## src/sv/source_text_lexer_assert.svh

```systemverilog
// Assertion macros shared by the source text lexer RTL.
// Needs only the including module's clock and reset nets.
`ifndef SOURCE_TEXT_LEXER_ASSERT_SVH
`define SOURCE_TEXT_LEXER_ASSERT_SVH

// Same-cycle implication, checked outside reset.
`define STLX_ASSERT_NOW(label, clk, rstn, ante, cons) \
    label: assert property (@(posedge clk) disable iff (!(rstn)) (ante) |-> (cons)) \
        else $error("source_text_lexer: assertion failed");

// Next-cycle implication, checked outside reset.
`define STLX_ASSERT_NEXT(label, clk, rstn, ante, cons) \
    label: assert property (@(posedge clk) disable iff (!(rstn)) (ante) |=> (cons)) \
        else $error("source_text_lexer: assertion failed");

`endif

```

## src/sv/stlx_pkg.sv

```systemverilog
// Package for the source text lexer: widths, token codes, scan modes,
// result record type and small character and rounding helpers. No dependencies.
`default_nettype none
package stlx_pkg;

    localparam int LENGTH_BITS     = 12;
    localparam int LINE_BITS       = 20;
    localparam int COLUMN_BITS     = 16;
    localparam int FRACTION_DIGITS = 9;
    localparam int VALUE_BITS      = 31;
    localparam int FRAC_BITS       = 30;
    localparam int KEPT_BITS       = 4;
    localparam int TYPE_BITS       = 5;

    localparam logic [LENGTH_BITS-1:0] LEN_MAX  = '1;
    localparam logic [LINE_BITS-1:0]   LINE_MAX = '1;
    localparam logic [COLUMN_BITS-1:0] COL_MAX  = '1;
    localparam logic [VALUE_BITS-1:0]  VAL_MAX  = '1;
    localparam logic [KEPT_BITS-1:0]   KEPT_MAX = KEPT_BITS'(FRACTION_DIGITS);

    // Token type codes.
    localparam logic [TYPE_BITS-1:0] TOK_UNKNOWN = 5'd0;
    localparam logic [TYPE_BITS-1:0] TOK_LPAREN  = 5'd1;
    localparam logic [TYPE_BITS-1:0] TOK_RPAREN  = 5'd2;
    localparam logic [TYPE_BITS-1:0] TOK_COLON   = 5'd3;
    localparam logic [TYPE_BITS-1:0] TOK_SEMI    = 5'd4;
    localparam logic [TYPE_BITS-1:0] TOK_STAR    = 5'd5;
    localparam logic [TYPE_BITS-1:0] TOK_LBRACK  = 5'd6;
    localparam logic [TYPE_BITS-1:0] TOK_RBRACK  = 5'd7;
    localparam logic [TYPE_BITS-1:0] TOK_LBRACE  = 5'd8;
    localparam logic [TYPE_BITS-1:0] TOK_RBRACE  = 5'd9;
    localparam logic [TYPE_BITS-1:0] TOK_EQUAL   = 5'd10;
    localparam logic [TYPE_BITS-1:0] TOK_COMMA   = 5'd11;
    localparam logic [TYPE_BITS-1:0] TOK_BAR     = 5'd12;
    localparam logic [TYPE_BITS-1:0] TOK_HASH    = 5'd13;
    localparam logic [TYPE_BITS-1:0] TOK_STRING  = 5'd14;
    localparam logic [TYPE_BITS-1:0] TOK_IDENT   = 5'd15;
    localparam logic [TYPE_BITS-1:0] TOK_NUMBER  = 5'd16;
    localparam logic [TYPE_BITS-1:0] TOK_SPACE   = 5'd17;
    localparam logic [TYPE_BITS-1:0] TOK_EOL     = 5'd18;
    localparam logic [TYPE_BITS-1:0] TOK_COMMENT = 5'd19;
    localparam logic [TYPE_BITS-1:0] TOK_END     = 5'd20;

    typedef enum logic [3:0] {
        MODE_IDLE, MODE_IDENT, MODE_INT, MODE_FRAC, MODE_SPACE,
        MODE_EOL, MODE_SLASH, MODE_LCOMM, MODE_BCOMM, MODE_STRING
    } mode_t;

    typedef struct packed {
        logic [TYPE_BITS-1:0]   token_type;
        logic [LINE_BITS-1:0]   start_line;
        logic [COLUMN_BITS-1:0] start_column;
        logic [LENGTH_BITS-1:0] text_length;
        logic [VALUE_BITS-1:0]  rounded_value;
        logic [VALUE_BITS-1:0]  whole_part;
        logic [FRAC_BITS-1:0]   fraction_digits;
        logic [KEPT_BITS-1:0]   fraction_count;
        logic                   last;
    } res_t;

    // Results of one step handed from the lexer to the result queue.
    typedef struct packed {
        logic [1:0] count;
        res_t       r0;
        res_t       r1;
    } step_out_t;

    function automatic logic is_space(input logic [7:0] c);
        return (c == 8'd32) || (c == 8'd9) || (c == 8'd11) || (c == 8'd12);
    endfunction

    function automatic logic is_eol(input logic [7:0] c);
        return (c == 8'd13) || (c == 8'd10);
    endfunction

    function automatic logic is_alpha(input logic [7:0] c);
        return ((c >= 8'h61) && (c <= 8'h7A)) || ((c >= 8'h41) && (c <= 8'h5A));
    endfunction

    function automatic logic is_digit(input logic [7:0] c);
        return (c >= 8'h30) && (c <= 8'h39);
    endfunction

    function automatic logic is_pair(input logic [7:0] a, input logic [7:0] b);
        return ((a == 8'd13) && (b == 8'd10)) || ((a == 8'd10) && (b == 8'd13));
    endfunction

    // Punctuation code, or TOK_UNKNOWN when the byte is not punctuation.
    function automatic logic [TYPE_BITS-1:0] punct_code(input logic [7:0] c);
        logic [TYPE_BITS-1:0] t;
        case (c)
            8'h28:   t = TOK_LPAREN;
            8'h29:   t = TOK_RPAREN;
            8'h3A:   t = TOK_COLON;
            8'h3B:   t = TOK_SEMI;
            8'h2A:   t = TOK_STAR;
            8'h5B:   t = TOK_LBRACK;
            8'h5D:   t = TOK_RBRACK;
            8'h7B:   t = TOK_LBRACE;
            8'h7D:   t = TOK_RBRACE;
            8'h3D:   t = TOK_EQUAL;
            8'h2C:   t = TOK_COMMA;
            8'h7C:   t = TOK_BAR;
            8'h23:   t = TOK_HASH;
            default: t = TOK_UNKNOWN;
        endcase
        return t;
    endfunction

    // Half of one whole unit when k+1 fraction digits are kept: 5 * 10^k.
    function automatic logic [FRAC_BITS-1:0] half_step(input logic [KEPT_BITS-1:0] k);
        logic [FRAC_BITS-1:0] h;
        case (k)
            4'd0:    h = 30'd5;
            4'd1:    h = 30'd50;
            4'd2:    h = 30'd500;
            4'd3:    h = 30'd5000;
            4'd4:    h = 30'd50000;
            4'd5:    h = 30'd500000;
            4'd6:    h = 30'd5000000;
            4'd7:    h = 30'd50000000;
            default: h = 30'd500000000;
        endcase
        return h;
    endfunction

    // Build one result record; number fields only for numbers.
    function automatic res_t make_res(
        input logic [TYPE_BITS-1:0]   t,
        input logic [LINE_BITS-1:0]   ln,
        input logic [COLUMN_BITS-1:0] cl,
        input logic [LENGTH_BITS-1:0] len,
        input logic [VALUE_BITS-1:0]  wv,
        input logic [FRAC_BITS-1:0]   fv,
        input logic [KEPT_BITS-1:0]   fk
    );
        res_t r;
        logic up;
        r = '0;
        up = (fk != '0) && (fv >= half_step(fk - 1'b1));
        r.token_type   = t;
        r.start_line   = ln;
        r.start_column = cl;
        r.text_length  = len;
        if (t == TOK_NUMBER) begin
            r.rounded_value   = (up && (wv != VAL_MAX)) ? wv + 1'b1 : wv;
            r.whole_part      = wv;
            r.fraction_digits = fv;
            r.fraction_count  = fk;
        end
        return r;
    endfunction

    // Space, line end and comment tokens are shown only when enabled.
    function automatic logic shown(input logic [TYPE_BITS-1:0] t, input logic en);
        return en || !((t == TOK_SPACE) || (t == TOK_EOL) || (t == TOK_COMMENT));
    endfunction

endpackage
`default_nettype wire

```

## src/sv/source_text_lexer.sv

```systemverilog
// Channel    | Dir | Handshake          | Payload
// s_         | in  | s_tvalid/s_tready  | s_tdata: char_code
// m_         | out | m_tvalid/m_tready  | m_tuser: token_type, m_tdata: number/position
// cfg_       | in  | cfg_valid/cfg_ready| cfg_data: emit_ignored
// One character per cycle while the queue has room: an item passes the input
// register and the lexer logic and lands in the two-entry result queue.
// Two tokens from one item fill the queue; the next item waits until the second is being popped.
// Reset (aresetn low, synchronous) returns line/column to one and mode to idle.
// A stalled output with a token queued blocks the next push, then s_tready drops.
// Depends on stlx_pkg, stlx_lexer, stlx_outq and source_text_lexer_assert.svh.
`default_nettype none
module source_text_lexer (
    input  wire logic         aclk,
    input  wire logic         aresetn,
    input  wire logic         s_tvalid,
    output logic              s_tready,
    input  wire logic [7:0]   s_tdata,   // [7:0] char_code
    output logic              m_tvalid,
    input  wire logic         m_tready,
    // [19:0] start_line, [35:20] start_column, [47:36] text_length,
    // [78:48] rounded_value, [109:79] whole_part, [139:110] fraction_digits,
    // [143:140] fraction_count
    output logic [143:0]      m_tdata,
    output logic [4:0]        m_tuser,   // [4:0] token_type
    output logic              m_tlast,
    input  wire logic         cfg_valid,
    output logic              cfg_ready,
    input  wire logic         cfg_data
);
    import stlx_pkg::*;

    logic       in_vld_reg;
    logic [7:0] char_reg;
    logic       emit_reg;
    logic       room;
    logic       fire;
    step_out_t  step_out;
    res_t       out_res;

    assign fire      = in_vld_reg && room;
    assign s_tready  = !in_vld_reg || fire;
    assign cfg_ready = 1'b1;

    // Input register.
    always_ff @(posedge aclk) begin
        if (!aresetn) begin
            in_vld_reg <= 1'b0;
        end else if (s_tvalid && s_tready) begin
            in_vld_reg <= 1'b1;
        end else if (fire) begin
            in_vld_reg <= 1'b0;
        end
    end

    always_ff @(posedge aclk) begin
        if (s_tvalid && s_tready) begin
            char_reg <= s_tdata;
        end
    end

    // Configuration register.
    always_ff @(posedge aclk) begin
        if (!aresetn) begin
            emit_reg <= 1'b0;
        end else if (cfg_valid && cfg_ready) begin
            emit_reg <= cfg_data;
        end
    end

    stlx_lexer u_lexer (
        .aclk         (aclk),
        .aresetn      (aresetn),
        .step_en      (fire),
        .char_code    (char_reg),
        .emit_ignored (emit_reg),
        .step_out     (step_out)
    );

    stlx_outq u_outq (
        .aclk      (aclk),
        .aresetn   (aresetn),
        .push      (fire),
        .step_out  (step_out),
        .room      (room),
        .out_valid (m_tvalid),
        .out_ready (m_tready),
        .out_res   (out_res)
    );

    assign m_tuser = out_res.token_type;
    assign m_tlast = out_res.last;
    assign m_tdata = {out_res.fraction_count, out_res.fraction_digits, out_res.whole_part,
                      out_res.rounded_value, out_res.text_length, out_res.start_column,
                      out_res.start_line};

`include "source_text_lexer_assert.svh"

    `STLX_ASSERT_NOW(a_hold_when_full, aclk, aresetn, in_vld_reg && !room, !s_tready)
    `STLX_ASSERT_NOW(a_end_is_last, aclk, aresetn, m_tvalid && (m_tuser == TOK_END), m_tlast)
    `STLX_ASSERT_NOW(a_plain_no_number, aclk, aresetn, m_tvalid && (m_tuser != TOK_NUMBER), m_tdata[143:48] == '0)

endmodule
`default_nettype wire

```

## src/sv/stlx_lexer.sv

```systemverilog
// Lexer state registers and the single-pass next-state and token logic.
// Depends on stlx_pkg.
`default_nettype none
module stlx_lexer (
    input  wire logic               aclk,
    input  wire logic               aresetn,
    input  wire logic               step_en,
    input  wire logic [7:0]         char_code,
    input  wire logic               emit_ignored,
    output stlx_pkg::step_out_t     step_out
);
    import stlx_pkg::*;

    mode_t                  mode_reg, mode_next;
    logic [7:0]             held_reg, held_next;
    logic [LINE_BITS-1:0]   line_reg, line_next;
    logic [COLUMN_BITS-1:0] col_reg, col_next;
    logic [LINE_BITS-1:0]   tline_reg, tline_next;
    logic [COLUMN_BITS-1:0] tcol_reg, tcol_next;
    logic [LENGTH_BITS-1:0] len_reg, len_next;
    logic [VALUE_BITS-1:0]  whole_reg, whole_next;
    logic [FRAC_BITS-1:0]   frac_reg, frac_next;
    logic [KEPT_BITS-1:0]   kept_reg, kept_next;
    logic                   esc_reg, esc_next;
    logic                   star_reg, star_next;

    logic                   fresh;
    logic                   ea, eb, va, vb;
    res_t                   ra, rb;
    logic [VALUE_BITS+3:0]  wide;
    logic [7:0]             c;
    logic [TYPE_BITS-1:0]   pc;

    assign c  = char_code;
    assign pc = punct_code(char_code);

    // One character: finish the open token, then maybe start another.
    always_comb begin
        mode_next  = mode_reg;
        held_next  = held_reg;
        line_next  = line_reg;
        col_next   = col_reg;
        tline_next = tline_reg;
        tcol_next  = tcol_reg;
        len_next   = len_reg;
        whole_next = whole_reg;
        frac_next  = frac_reg;
        kept_next  = kept_reg;
        esc_next   = esc_reg;
        star_next  = star_reg;
        fresh = 1'b1;
        ea = 1'b0;
        eb = 1'b0;
        ra = '0;
        rb = '0;
        wide = '0;

        case (mode_reg)
            MODE_IDENT: begin
                if (is_alpha(c) || is_digit(c) || (c == 8'h5F)) begin
                    if (len_next != LEN_MAX) len_next = len_next + 1'b1;
                    if (col_next != COL_MAX) col_next = col_next + 1'b1;
                    fresh = 1'b0;
                end else begin
                    ea = 1'b1;
                    ra = make_res(TOK_IDENT, tline_next, tcol_next, len_next,
                                  whole_next, frac_next, kept_next);
                end
            end
            MODE_INT: begin
                if (is_digit(c)) begin
                    wide = {4'd0, whole_next} * 35'd10 + {27'd0, c - 8'h30};
                    whole_next = (wide > {4'd0, VAL_MAX}) ? VAL_MAX : wide[VALUE_BITS-1:0];
                    if (len_next != LEN_MAX) len_next = len_next + 1'b1;
                    if (col_next != COL_MAX) col_next = col_next + 1'b1;
                    fresh = 1'b0;
                end else if (c == 8'h2E) begin
                    mode_next = MODE_FRAC;
                    if (len_next != LEN_MAX) len_next = len_next + 1'b1;
                    if (col_next != COL_MAX) col_next = col_next + 1'b1;
                    fresh = 1'b0;
                end else begin
                    ea = 1'b1;
                    ra = make_res(TOK_NUMBER, tline_next, tcol_next, len_next,
                                  whole_next, frac_next, kept_next);
                end
            end
            MODE_FRAC: begin
                if (is_digit(c)) begin
                    if (kept_next < KEPT_MAX) begin
                        frac_next = FRAC_BITS'(frac_next * 30'd10) + {22'd0, c - 8'h30};
                        kept_next = kept_next + 1'b1;
                    end
                    if (len_next != LEN_MAX) len_next = len_next + 1'b1;
                    if (col_next != COL_MAX) col_next = col_next + 1'b1;
                    fresh = 1'b0;
                end else begin
                    ea = 1'b1;
                    ra = make_res(TOK_NUMBER, tline_next, tcol_next, len_next,
                                  whole_next, frac_next, kept_next);
                end
            end
            MODE_SPACE: begin
                if (is_space(c)) begin
                    if (len_next != LEN_MAX) len_next = len_next + 1'b1;
                    if (col_next != COL_MAX) col_next = col_next + 1'b1;
                    fresh = 1'b0;
                end else begin
                    ea = 1'b1;
                    ra = make_res(TOK_SPACE, tline_next, tcol_next, len_next,
                                  whole_next, frac_next, kept_next);
                end
            end
            MODE_EOL: begin
                if (is_pair(held_reg, c)) begin
                    if (len_next != LEN_MAX) len_next = len_next + 1'b1;
                    mode_next = MODE_IDLE;
                    fresh = 1'b0;
                end
                ea = 1'b1;
                ra = make_res(TOK_EOL, tline_next, tcol_next, len_next,
                              whole_next, frac_next, kept_next);
                held_next = 8'd0;
            end
            MODE_SLASH: begin
                if (c == 8'h2F) begin
                    mode_next = MODE_LCOMM;
                    if (len_next != LEN_MAX) len_next = len_next + 1'b1;
                    if (col_next != COL_MAX) col_next = col_next + 1'b1;
                    fresh = 1'b0;
                end else if (c == 8'h2A) begin
                    mode_next = MODE_BCOMM;
                    if (len_next != LEN_MAX) len_next = len_next + 1'b1;
                    if (col_next != COL_MAX) col_next = col_next + 1'b1;
                    star_next = 1'b0;
                    held_next = 8'd0;
                    fresh = 1'b0;
                end else begin
                    ea = 1'b1;
                    ra = make_res(TOK_UNKNOWN, tline_next, tcol_next, len_next,
                                  whole_next, frac_next, kept_next);
                end
            end
            MODE_LCOMM: begin
                if ((c != 8'd0) && !is_eol(c)) begin
                    if (len_next != LEN_MAX) len_next = len_next + 1'b1;
                    if (col_next != COL_MAX) col_next = col_next + 1'b1;
                    fresh = 1'b0;
                end else begin
                    ea = 1'b1;
                    ra = make_res(TOK_COMMENT, tline_next, tcol_next, len_next,
                                  whole_next, frac_next, kept_next);
                end
            end
            MODE_BCOMM: begin
                if (c == 8'd0) begin
                    ea = 1'b1;
                    ra = make_res(TOK_COMMENT, tline_next, tcol_next, len_next,
                                  whole_next, frac_next, kept_next);
                end else begin
                    fresh = 1'b0;
                    if (len_next != LEN_MAX) len_next = len_next + 1'b1;
                    if (star_reg && (c == 8'h2F)) begin
                        if (col_next != COL_MAX) col_next = col_next + 1'b1;
                        ea = 1'b1;
                        ra = make_res(TOK_COMMENT, tline_next, tcol_next, len_next,
                                      whole_next, frac_next, kept_next);
                        mode_next = MODE_IDLE;
                        star_next = 1'b0;
                        held_next = 8'd0;
                    end else begin
                        star_next = (c == 8'h2A);
                        if (is_eol(c)) begin
                            if (is_pair(held_reg, c)) begin
                                held_next = 8'd0;
                            end else begin
                                if (line_next != LINE_MAX) line_next = line_next + 1'b1;
                                col_next  = COLUMN_BITS'(1);
                                held_next = c;
                            end
                        end else begin
                            held_next = 8'd0;
                            if (col_next != COL_MAX) col_next = col_next + 1'b1;
                        end
                    end
                end
            end
            MODE_STRING: begin
                if (c == 8'd0) begin
                    ea = 1'b1;
                    ra = make_res(TOK_STRING, tline_next, tcol_next, len_next,
                                  whole_next, frac_next, kept_next);
                end else begin
                    fresh = 1'b0;
                    if (col_next != COL_MAX) col_next = col_next + 1'b1;
                    if (esc_reg) begin
                        esc_next = 1'b0;
                        if (len_next != LEN_MAX) len_next = len_next + 1'b1;
                    end else if (c == 8'h22) begin
                        ea = 1'b1;
                        ra = make_res(TOK_STRING, tline_next, tcol_next, len_next,
                                      whole_next, frac_next, kept_next);
                        mode_next = MODE_IDLE;
                    end else begin
                        if (c == 8'h5C) esc_next = 1'b1;
                        if (len_next != LEN_MAX) len_next = len_next + 1'b1;
                    end
                end
            end
            default: begin
            end
        endcase

        // The character opens a new token.
        if (fresh) begin
            tline_next = line_next;
            tcol_next  = col_next;
            len_next   = LENGTH_BITS'(1);
            whole_next = '0;
            frac_next  = '0;
            kept_next  = '0;
            esc_next   = 1'b0;
            star_next  = 1'b0;
            mode_next  = MODE_IDLE;
            if (c == 8'd0) begin
                eb = 1'b1;
                rb = make_res(TOK_END, tline_next, tcol_next, '0, '0, '0, '0);
                held_next  = 8'd0;
                line_next  = LINE_BITS'(1);
                col_next   = COLUMN_BITS'(1);
                tline_next = LINE_BITS'(1);
                tcol_next  = COLUMN_BITS'(1);
                len_next   = '0;
            end else begin
                if (col_next != COL_MAX) col_next = col_next + 1'b1;
                if (pc != TOK_UNKNOWN) begin
                    eb = 1'b1;
                    rb = make_res(pc, tline_next, tcol_next, len_next, '0, '0, '0);
                end else if (c == 8'h22) begin
                    len_next  = '0;
                    mode_next = MODE_STRING;
                end else if (is_space(c)) begin
                    mode_next = MODE_SPACE;
                end else if (is_eol(c)) begin
                    held_next = c;
                    if (line_next != LINE_MAX) line_next = line_next + 1'b1;
                    col_next  = COLUMN_BITS'(1);
                    mode_next = MODE_EOL;
                end else if (c == 8'h2F) begin
                    mode_next = MODE_SLASH;
                end else if (is_alpha(c)) begin
                    mode_next = MODE_IDENT;
                end else if (is_digit(c)) begin
                    whole_next = {23'd0, c - 8'h30};
                    mode_next  = MODE_INT;
                end else begin
                    eb = 1'b1;
                    rb = make_res(TOK_UNKNOWN, tline_next, tcol_next, len_next,
                                  '0, '0, '0);
                end
            end
        end
    end

    // Drop hidden tokens, pack the rest and mark the final one.
    always_comb begin
        va = ea && shown(ra.token_type, emit_ignored);
        vb = eb && shown(rb.token_type, emit_ignored);
        step_out.count = {1'b0, va} + {1'b0, vb};
        step_out.r0 = va ? ra : rb;
        step_out.r1 = rb;
        step_out.r0.last = !(va && vb);
        step_out.r1.last = 1'b1;
    end

    // State registers advance once per processed item.
    always_ff @(posedge aclk) begin
        if (!aresetn) begin
            mode_reg  <= MODE_IDLE;
            held_reg  <= 8'd0;
            line_reg  <= LINE_BITS'(1);
            col_reg   <= COLUMN_BITS'(1);
            tline_reg <= LINE_BITS'(1);
            tcol_reg  <= COLUMN_BITS'(1);
            len_reg   <= '0;
            whole_reg <= '0;
            frac_reg  <= '0;
            kept_reg  <= '0;
            esc_reg   <= 1'b0;
            star_reg  <= 1'b0;
        end else if (step_en) begin
            mode_reg  <= mode_next;
            held_reg  <= held_next;
            line_reg  <= line_next;
            col_reg   <= col_next;
            tline_reg <= tline_next;
            tcol_reg  <= tcol_next;
            len_reg   <= len_next;
            whole_reg <= whole_next;
            frac_reg  <= frac_next;
            kept_reg  <= kept_next;
            esc_reg   <= esc_next;
            star_reg  <= star_next;
        end
    end

endmodule
`default_nettype wire

```

## src/sv/stlx_outq.sv

```systemverilog
// Two-entry result queue between the lexer step and the output channel.
// Depends on stlx_pkg.
`default_nettype none
module stlx_outq (
    input  wire logic                aclk,
    input  wire logic                aresetn,
    input  wire logic                push,
    input  wire stlx_pkg::step_out_t step_out,
    output logic                     room,
    output logic                     out_valid,
    input  wire logic                out_ready,
    output stlx_pkg::res_t           out_res
);
    import stlx_pkg::*;

    res_t       q_reg [2];
    res_t       q_next [2];
    logic [1:0] cnt_reg, cnt_next;
    logic       pop;

    assign out_valid = (cnt_reg != 2'd0);
    assign out_res   = q_reg[0];
    assign pop       = out_valid && out_ready;
    // Both entries are free after this cycle's pop.
    assign room      = (cnt_reg == 2'd0) || ((cnt_reg == 2'd1) && pop);

    // Pop shifts the head; a push lands in an empty queue.
    always_comb begin
        q_next[0] = q_reg[0];
        q_next[1] = q_reg[1];
        cnt_next  = cnt_reg;
        if (pop) begin
            q_next[0] = q_reg[1];
            cnt_next  = cnt_reg - 1'b1;
        end
        if (push) begin
            q_next[0] = step_out.r0;
            q_next[1] = step_out.r1;
            cnt_next  = step_out.count;
        end
    end

    always_ff @(posedge aclk) begin
        if (!aresetn) begin
            cnt_reg <= 2'd0;
        end else begin
            cnt_reg <= cnt_next;
        end
    end

    always_ff @(posedge aclk) begin
        q_reg[0] <= q_next[0];
        q_reg[1] <= q_next[1];
    end

endmodule
`default_nettype wire
```

## config.mk

```make
export PLATFORM = sky130hd
export DESIGN_NAME = source_text_lexer
export DESIGN_NICKNAME = d
export VERILOG_FILES = /design/src/sv/stlx_pkg.sv /design/src/sv/source_text_lexer.sv /design/src/sv/stlx_lexer.sv /design/src/sv/stlx_outq.sv
export VERILOG_INCLUDE_DIRS = /design/src /design/src/sv
export SDC_FILE = /design/constraint.sdc
export NUM_CORES = 1
export LEC_CHECK = 0
export ABC_AREA = 1
export BUFFER_PORTS_ARGS = -buffer_cell sky130_fd_sc_hd__buf_2
export CORE_MARGIN = 8
export CORE_UTILIZATION = 32
export CTS_BUF_LIST = sky130_fd_sc_hd__clkbuf_8
export DETAILED_ROUTE_END_ITERATION = 6
export SETUP_SLACK_MARGIN = 0.4
export SKIP_LAST_GASP = 1
export SYNTH_ARGS = -nofsm -noshare
export SYNTH_HDL_FRONTEND = slang
export SYNTH_SLANG_ARGS = --single-unit
```

## constraint.sdc

```tcl
create_clock -name aclk -period 6.9 [get_ports aclk]
set_input_delay 1.38 -clock aclk [delete_from_list [all_inputs] [get_ports aclk]]
set_output_delay 1.38 -clock aclk [all_outputs]
set_load 0.02 [all_outputs]
```

### Word-level counts from Yosys, hierarchy flattened

Memories as Yosys holds them, arrays and structs flattened.
Cells that the tools add are included.

| operators by class | value |
|---|---|
| add/subtract/negate cells | 13 |
| multipliers | 2 |
| order comparisons | 10 |
| equal/unequal tests | 66 |
| muxes and demuxes | 186 |
| reduce and logical (&&, ||, !) cells | 63 |

Operators by type and width:

| cell | number |
|---|---|
| $mux W150 | 20 |
| $pmux W150 S9 | 1 |
| $mux W31 | 13 |
| $mux W16 | 22 |
| $mux W30 | 11 |
| $mux W300 | 1 |
| $mux W149 | 2 |
| $mux W145 | 2 |
| $mux W20 | 14 |
| $mux W12 | 17 |
| $pmux W16 S8 | 1 |
| $pmux W12 S9 | 1 |
| $mux W8 | 13 |
| $eq A8 B6 Y1 const B | 12 |
| $mux W4 | 22 |
| $ge A30 B30 Y1 | 2 |
| $eq A8 B4 Y1 const B | 7 |
| $eq A8 B7 Y1 const B | 7 |
| $pmux W4 S13 | 1 |
| $add A20 B1 Y20 const B | 2 |
| $ne A20 B20 Y1 const B | 2 |
| $mux W1 | 37 |
| $add A35 B8 Y35 | 1 |
| $gt A35 B31 Y1 const B | 1 |
| other kinds (55) | 128 |

| storage, ports and cells | value |
|---|---|
| register bits | 175 |
| bits in writable memories | 300 |
| memory bits (read-only) | 384 |
| bits of input ports | 14 |
| output and inout bits | 153 |
| logic and storage cells | 359 |
| memories kept | 3 |

Memories:

| name | depth | width | rd ports | clocked after Yosys merged registers in | write ports | RTL line | source |
|---|---|---|---|---|---|---|---|
| u_outq.q_reg | 2 | 150 | 2 | 0 | 2 | stlx_outq.sv:16 | `res_t q_reg [2];` |
| (name not given) | 8 | 24 | 1 | 0 | 0 | stlx_pkg.sv:113 | `case (k)` |
| (name not given) | 8 | 24 | 1 | 0 | 0 | stlx_pkg.sv:113 |  |

### Longest topological paths before layout

Gate-level depths: netlist of run 1.

| depth | value |
|---|---|
| depth in word-level cells | 26 |
| mapped depth | 25 |
| mapped depth without buffers | 24 |

### By module

From an unflattened synthesis of run 1, not the netlist that was laid out.

| unflattened totals | value |
|---|---|
| cell total of the unflattened synthesis | 4,553 |
| area total of the unflattened synthesis | 33,470.9 um2 |

By module, submodules not included:

| module | instances | cells each | area an instance (um2) | seq. area each (um2) |
|---|---|---|---|---|
| stlx_lexer | 1 | 3,570 | 20,991.4 | 3,263.1 |
| stlx_outq | 1 | 959 | 12,132.9 | 9,048.7 |
| source_text_lexer | 1 | 24 | 346.6 | 280.3 |

### Least setup slack after synthesis of run 1

No wires, ideal clock.

| path | value |
|---|---|
| path kind | input-to-reg |
| start point | in m_tready |
| end point | mem u_outq.q_reg[0][0] (netlist name) (enable) |
| setup time | 1.267 ns |
| arrival | 4.804 ns |
| data required time | 5.633 ns |
| path slack | 0.829 ns |
| stages | 6 |
| path buffers | 2 |
| cell sequence | a21oi_1 -> nor2_1 -> inv_1 -> clkbuf_1 -> clkbuf_1 -> nand2_1 |

RTL lines:

| element | RTL line | source |
|---|---|---|
| from (decl) | source_text_lexer.sv:19 | `input wire logic m_tready,` |
| to (decl) | stlx_outq.sv:16 |  |

==> results of run 1 <==
[critical path, cell delays in order (launching register included)]
cell      delay, ns
edfxtp_1       0.44
inv_1          0.28
ha_1           0.27
inv_1          0.09
nor2_4         0.14
nand2_2        0.26
nor2_1         0.72
inv_2          0.15
nor2_1         0.23
nor2_1         0.09
inv_1          0.08
nor3_1         0.05
nand3_2        0.43
nand2_2        0.42
nor2_2         0.18
buf_4          0.32
nand2_4        0.36
buf_4          0.43
a211oi_1       0.30
[cells in the mapped netlist (39+ instances only)]
cell type	n
xor2_1	67
edfxtp_1	200
nor3_1	63
dfxtp_1	167
clkbuf_1	64
inv_1	404
nand4_1	68
buf_4	160
nand3_1	304
a21oi_1	298
nor2_1	448
ha_1	172
buf_2	39
nand2_1	984
o21ai_0	192
[routing by layer]
metal / vias to the layer above / track usage [%] / share of wire [%]
li1: 13208 / - / -
met1: 12383 / 24.1 / 47
met2: 920 / 26.7 / 43
met3: 146 / 3.62 / 7.7
met4: 0 / 4.45 / 2.2
met5: - / 0 / 0
[final cells by class]
cell class / instances / area, µm²
inverter: 438 / 1650
tap: 1165 / 1460
sequential: 367 / 9350
fill: 9536 / 57300
multi-input combinational: 2928 / 15500
clock buffer: 81 / 1110
antenna: 2 / 5.00
clock inverter: 48 / 445
timing repair buffer: 185 / 1000
[final timing paths]
kind,start,end,slack [ns]
worst max-delay path,char_reg[4]$_DFFE_PP_,u_outq.q_reg[0][93]$_SDFFCE_PN0P_,1.37
worst min-delay path,u_lexer.tline_reg[19]$_SDFFE_PN0P_,u_lexer.tline_reg[19]$_SDFFE_PN0P_,0.46
worst max register to register,char_reg[4]$_DFFE_PP_,u_outq.q_reg[0][93]$_SDFFCE_PN0P_,1.37
worst min register to register,u_lexer.tline_reg[19]$_SDFFE_PN0P_,u_lexer.tline_reg[19]$_SDFFE_PN0P_,0.46
[cells by family (layout without fill, tap and decap cells)]
logic type               count (synthesis)  count (layout)  share of synthesized area, %
AO/OA/AOI/OAI                          646             646                          12.9
XOR/XNOR                                87              87                          2.70
adder cells (fa/ha/maj)                176             176                          7.92
buffers and inverters                  711             752                          12.0
flip-flops                             367             367                          33.2
multiplexers                             3               3                         0.111
other                                    1               3                        0.0133
AND/OR/NAND/NOR                       2015            2015                          31.3
[power breakdown]
| group | total (mW) | internal, mW | switching (mW) |
|---|---|---|---|
| sequential | 3.27 | 2.96 | 0.302 |
| clock | 2.45 | 1.39 | 1.06 |
| combinational | 4.26 | 1.04 | 3.22 |
| total | 9.97 | 5.39 | 4.58 |
[stage by stage]
| step | util (%) | power, mW | setup WS, ns | cell area, µm² |
|---|---|---|---|---|
| floorplan | - | 6.55 | 0.829 | 28200 |
| finish | 34.8 | 9.97 | 1.37 | 30500 |
| global placement | 33.0 | 7.54 | 1.62 | 29000 |
| CTS | 34.8 | 10.0 | 1.41 | 30500 |
| global route | 34.8 | 10.6 | 0.904 | 30500 |
| detailed placement | 33.0 | 7.52 | 1.46 | 29000 |
==> summary.md, run 1 <==
| Metric | Value |
|---|---|
| Global route overflow | 0 |
| Ys async rst share | 0% |
| Final Slew Violations | 0 |
| Total negative slack | 0 ns |
| Clk_lat worst skew | 0.68 ns |
| Max VDD drop | 464 µV |
| First-pass GRT wire length | 138 mm |
| Fin. Hold Viols | 0 |
| DRC | 6 |
| Final wirelength | 88.5 mm |
| Post-DP HPWL | 66.0 mm |
| Overall routing resource usage | 17.2% |
| Register clock-pin slew on the reported worst setup and hold paths | 0.06 ns |
| P&R area growth vs syn | 8.32% |
| Commonest non-fill, non-tap cell in the layout | nand2_1 |
| Hold Crit Depth | 2 |
| Cell taking the most area after synthesis | edfxtp_1 |
| Crit Path Category | reg2reg |
| Top FF cell, synth | edfxtp_1 |
| Initial antenna violation count | 2 |
| Worst-path maximum fanout | 51 |
| Yosys cell types | 71 |
| Register area share after synthesis | 33.2% |
| Max FFs per register | 192 |
| Clk root buf | clkbuf_8 |
| RD Place Congestion | 0.941 |
| Mapped Area | 0.0282 mm² |
| Largest net degree at the start of global routing | 85 |
| Violated checks | design-rule violations |
| Share of cells above drive strength 1 | 10.6% |
| Finish-stage setup viols | 0 |
| CTS H-Tree Depth | 3 |
| Setup Buffers After CTS | 0 |
| Die area | 0.0979 mm² |
| Number of flops mapped to enable cells by yosys | 200 |
| TritonCTS clock tree | done |
| Sink Count | 367 |
| Post-CTS Hold Fix Bufs | 0 |
| Worst hold-check path type | reg2reg |
| CP Data Required Time | 7.37 ns |
| Core Rows | 109 |
| Cells after Synth | 4006 |
| CTS resizes | 0 |
| Max-slew headroom | 20.5% |
| CP Launch Type | flip-flop |
| Die outline height | 313 µm |
| Wire per inst | 17.0 µm |
| Synthesized net count | 4196 |
| Worst Skew | 0.0429 ns |
| Yosys warnings | 0 |
| RSZ-0062 raised after global routing | false |
| Layout Nets | 4180 |
| Number of I/O pins | 167 |
| Non-filler instance count after layout | 5214 |
| Fin crit share | 80.1% |
| Core area | 0.0878 mm² |
| Max-cap viol count | 0 |
| Die width | 313 µm |
| Hold Slack | 0.461 ns |
| Cells after DPL | 5083 |
| F_max | 181 MHz |
| Routed vias/inst | 5.11 |
| Final Critical Period | 5.53 ns |
| Leak | 12.8 nW |
| First-pass DRT Iterations | 7 |
| Commonest non-fill, non-tap cells in the layout | nand2_1 (982), nor2_1 (446), inv_1 (418) |
| Top post-synthesis cells by area | edfxtp_1 (21%), nand2_1 (13%), dfxtp_1 (12%), ha_1 (7.6%), nor2_1 (6.0%) |
| TritonCTS Buffers | 70 |
| Clock Path Buffers | 3 |
| Port bufs | 165 |
| Worst Max-Slew Pin Slew | 1.19 ns |
| Status | finished, violations left |
| Antenna-violating nets left | 0 |
| Synthesized area per cell | 7.04 µm² |
| Register-to-Register Path Depth | 18 |
| Starting density of the core | 32.1% |
| Data arrival, critical path | 6.00 ns |
| Critical path endpoint category | flip-flop |
| Initial DRC count | 2639 |
| Via count | 26657 |
| Number of synthesized register bits | 367 |
| Vias in the first global route | 24740 |
| Yosys top cell area share | 21.3% |
| Power Dens Cells | 326 mW/mm² |
(Power assumes the default switching activity.)
==> run 2, diff against run 1 <==
==> constraint.sdc (replaced) <==
create_clock -name aclk -period 4.99 [get_ports aclk]
set_input_delay 0.998 -clock aclk [delete_from_list [all_inputs] [get_ports aclk]]
set_output_delay 0.998 -clock aclk [all_outputs]
set_load 0.02 [all_outputs]
==> summary.md, run 2 (synthesis gave the netlist of run 1 again) <==
| Metric | Value |
|---|---|
| Hold Crit Depth | 2 |
| Worst-path maximum fanout | 15 |
| Port bufs | 165 |
| CTS H-Tree Depth | 3 |
| Ant. Diodes | 0 |
| Worst hold-check path type | reg2reg |
| Share of cells above drive strength 1 | 11.8% |
| Reg2Reg Capture Point | u_outq.q_reg[0][74]$_SDFFCE_PN0P_ |
| Routed vias/inst | 5.12 |
| FILL cells | 9468 |
| Core Rows | 109 |
| Post-CTS Hold Fix Bufs | 0 |
| Max VDD drop | 443 µV |
| P&R area growth vs syn | 9.24% |
| Antenna-violating nets left | 0 |
| Setup slack, reg-to-reg | 0.67 ns |
| Leak | 13.0 nW |
| Overall routing resource usage | 17.2% |
| Wire per inst | 16.9 µm |
| Post-Place Worst Slack | 0.281 ns |
| Largest net degree at the start of global routing | 99 |
| Critical path endpoint category | flip-flop |
| Number of I/O pins | 167 |
| Final Critical Period | 4.32 ns |
| F_max | 231 MHz |
| DRC | 0 |
| Final worst slack | 0.670 ns |
| Die width | 313 µm |
| Worst Skew | 0.0453 ns |
| Launch point of the worst reg-to-reg path | u_lexer.kept_reg[0]$_SDFFE_PN0P_ |
| Clk root buf | clkbuf_8 |
| Sink Count | 367 |
| Data arrival, critical path | 4.73 ns |
| Register-to-Register Path Depth | 20 |
| First-pass DRT Iterations | 6 |
| TritonCTS Buffers | 72 |
| Post-DP HPWL | 66.6 mm |
| Crit Path Category | reg2reg |
| Fin. Hold Viols | 0 |
| RSZ-0062 raised after global routing | true |
| Clock Path Buffers | 3 |
| WHS Endpoint | u_lexer.tline_reg[15]$_SDFFE_PN0P_ |
| RD Place Congestion | 0.952 |
| CP Data Required Time | 5.40 ns |
| Die outline height | 313 µm |
| Total negative slack | 0 ns |
| Clk_lat worst skew | 0.69 ns |
| Worst Max-Slew Pin Slew | 0.969 ns |
| Via count | 26838 |
| Max-cap viol count | 0 |
| Fin crit share | 86.6% |
| CP Launch Type | flip-flop |
| Final Slew Violations | 0 |
| Power Dens Cells | 449 mW/mm² |
| Finish-stage setup viols | 0 |
| Pwr Total | 13.8 mW |
| Starting density of the core | 32.1% |
| Commonest non-fill, non-tap cells in the layout | nand2_1 (982), nor2_1 (444), inv_1 (416) |
| Commonest non-fill, non-tap cell in the layout | nand2_1 |
| Worst hold path startpoint | u_lexer.tline_reg[15]$_SDFFE_PN0P_ |
| Final wirelength | 88.9 mm |
| Status | finished clean |
| Initial antenna violation count | 4 |
| Core area | 0.0878 mm² |
| Max FFs per register | 192 |
| First-pass GRT wire length | 137 mm |
| Max-slew headroom | 35.3% |
| Die area | 0.0979 mm² |
| Initial DRC count | 2286 |
| Crit path max-delay cell type | ha_1 |
| Register clock-pin slew on the reported worst setup and hold paths | 0.06 ns |
| Global route overflow | 0 |
| Delay of the slowest critical-path stage | 0.38 ns |
| Crit path top cell by count | buf_4 |
| Layout Nets | 4212 |
| Crit path cell chain | inv_1, ha_1, inv_1, nor2_1, nor2_1, clkinv_1, buf_4, nand3_1, ha_1, nand2_1, nor3_1, nor4b_1, nand4_1, nand4_1, nand3_4, buf_4, buf_4, nor4_1, nand2_1, nor3b_1 |
| Vias in the first global route | 24903 |
| TritonCTS clock tree | done |
[run 2: final cells by class]
cell class / count / area (µm²) / area share [%]
Multi-Input combinational cell: 2932 / 15600 / 50.7
Timing Repair Buffer: 211 / 1200 / 3.90
Sequential cell: 367 / 9350 / 30.4
Clock inverter: 56 / 479 / 1.56
Inverter: 438 / 1650 / 5.37
Tap cell: 1165 / 1460 / 4.73
Clock buffer: 77 / 1060 / 3.44
[run 2: power breakdown]
group / internal (mW) / switching (mW) / total, mW
Clock: 1.82 / 1.45 / 3.27
Combinational: 1.54 / 4.53 / 6.07
Sequential: 4.10 / 0.402 / 4.50
Total: 7.46 / 6.38 / 13.8
[run 2: how the worst max path moves through the flow]
stage / from / depth (start not counted) / to
after floorplan: m_tready / 6 / u_outq.q_reg[0][0]$_SDFFCE_PN1P_
after global placement: u_lexer.kept_reg[0]$_SDFFE_PN0P_ / 17 / u_outq.q_reg[0][92]$_SDFFCE_PN0P_
after detailed placement: u_lexer.kept_reg[0]$_SDFFE_PN0P_ / 16 / u_outq.q_reg[0][88]$_SDFFCE_PN0P_
after CTS: u_lexer.kept_reg[0]$_SDFFE_PN0P_ / 17 / u_outq.q_reg[0][74]$_SDFFCE_PN0P_
after global routing: u_lexer.kept_reg[0]$_SDFFE_PN0P_ / 25 / u_outq.q_reg[0][74]$_SDFFCE_PN0P_
final: u_lexer.kept_reg[0]$_SDFFE_PN0P_ / 20 / u_outq.q_reg[0][74]$_SDFFCE_PN0P_
[run 2: repair_timing]
action / 4_1_cts / 5_1_grt
pin swaps: 0 / 4
resized for setup: 3 / 9
endpoints found under the setup margin: 5 / 100
cloned: 0 / 4
buffers inserted: 0 / 0
[run 2: critical path, delay by kind of cell (launching register included)]
family / cells / cell delay (ns)
fa+ha+maj: 2 / 0.58
buf+inv: 6 / 0.81
flops: 1 / 0.36
simple gates: 12 / 2.26
[run 2: routing by layer]
| metal | vias to the layer above | wire length [µm] | global-route usage (%) |
|---|---|---|---|
| met2 | 970 | 38800 | 26.9 |
| li1 | 13267 | - | - |
| met1 | 12434 | 41100 | 23.8 |
| met4 | 0 | 2310 | 4.96 |
| met3 | 167 | 6720 | 3.41 |
| met5 | - | 0 | 0 |
[run 2: per-stage QoR]
stage          instance area, µm²  utilization (%)  hold slack (ns)  std cells
6_report                    30800             35.1            0.465       5246
2_1_floorplan               28200                -            0.429       4006
3_3_place_gp                29200             33.2            0.440       5109
4_1_cts                     30700             35.0            0.460       5242
3_5_place_dp                29200             33.2            0.450       5109
5_1_grt                     30800             35.1            0.483       5246
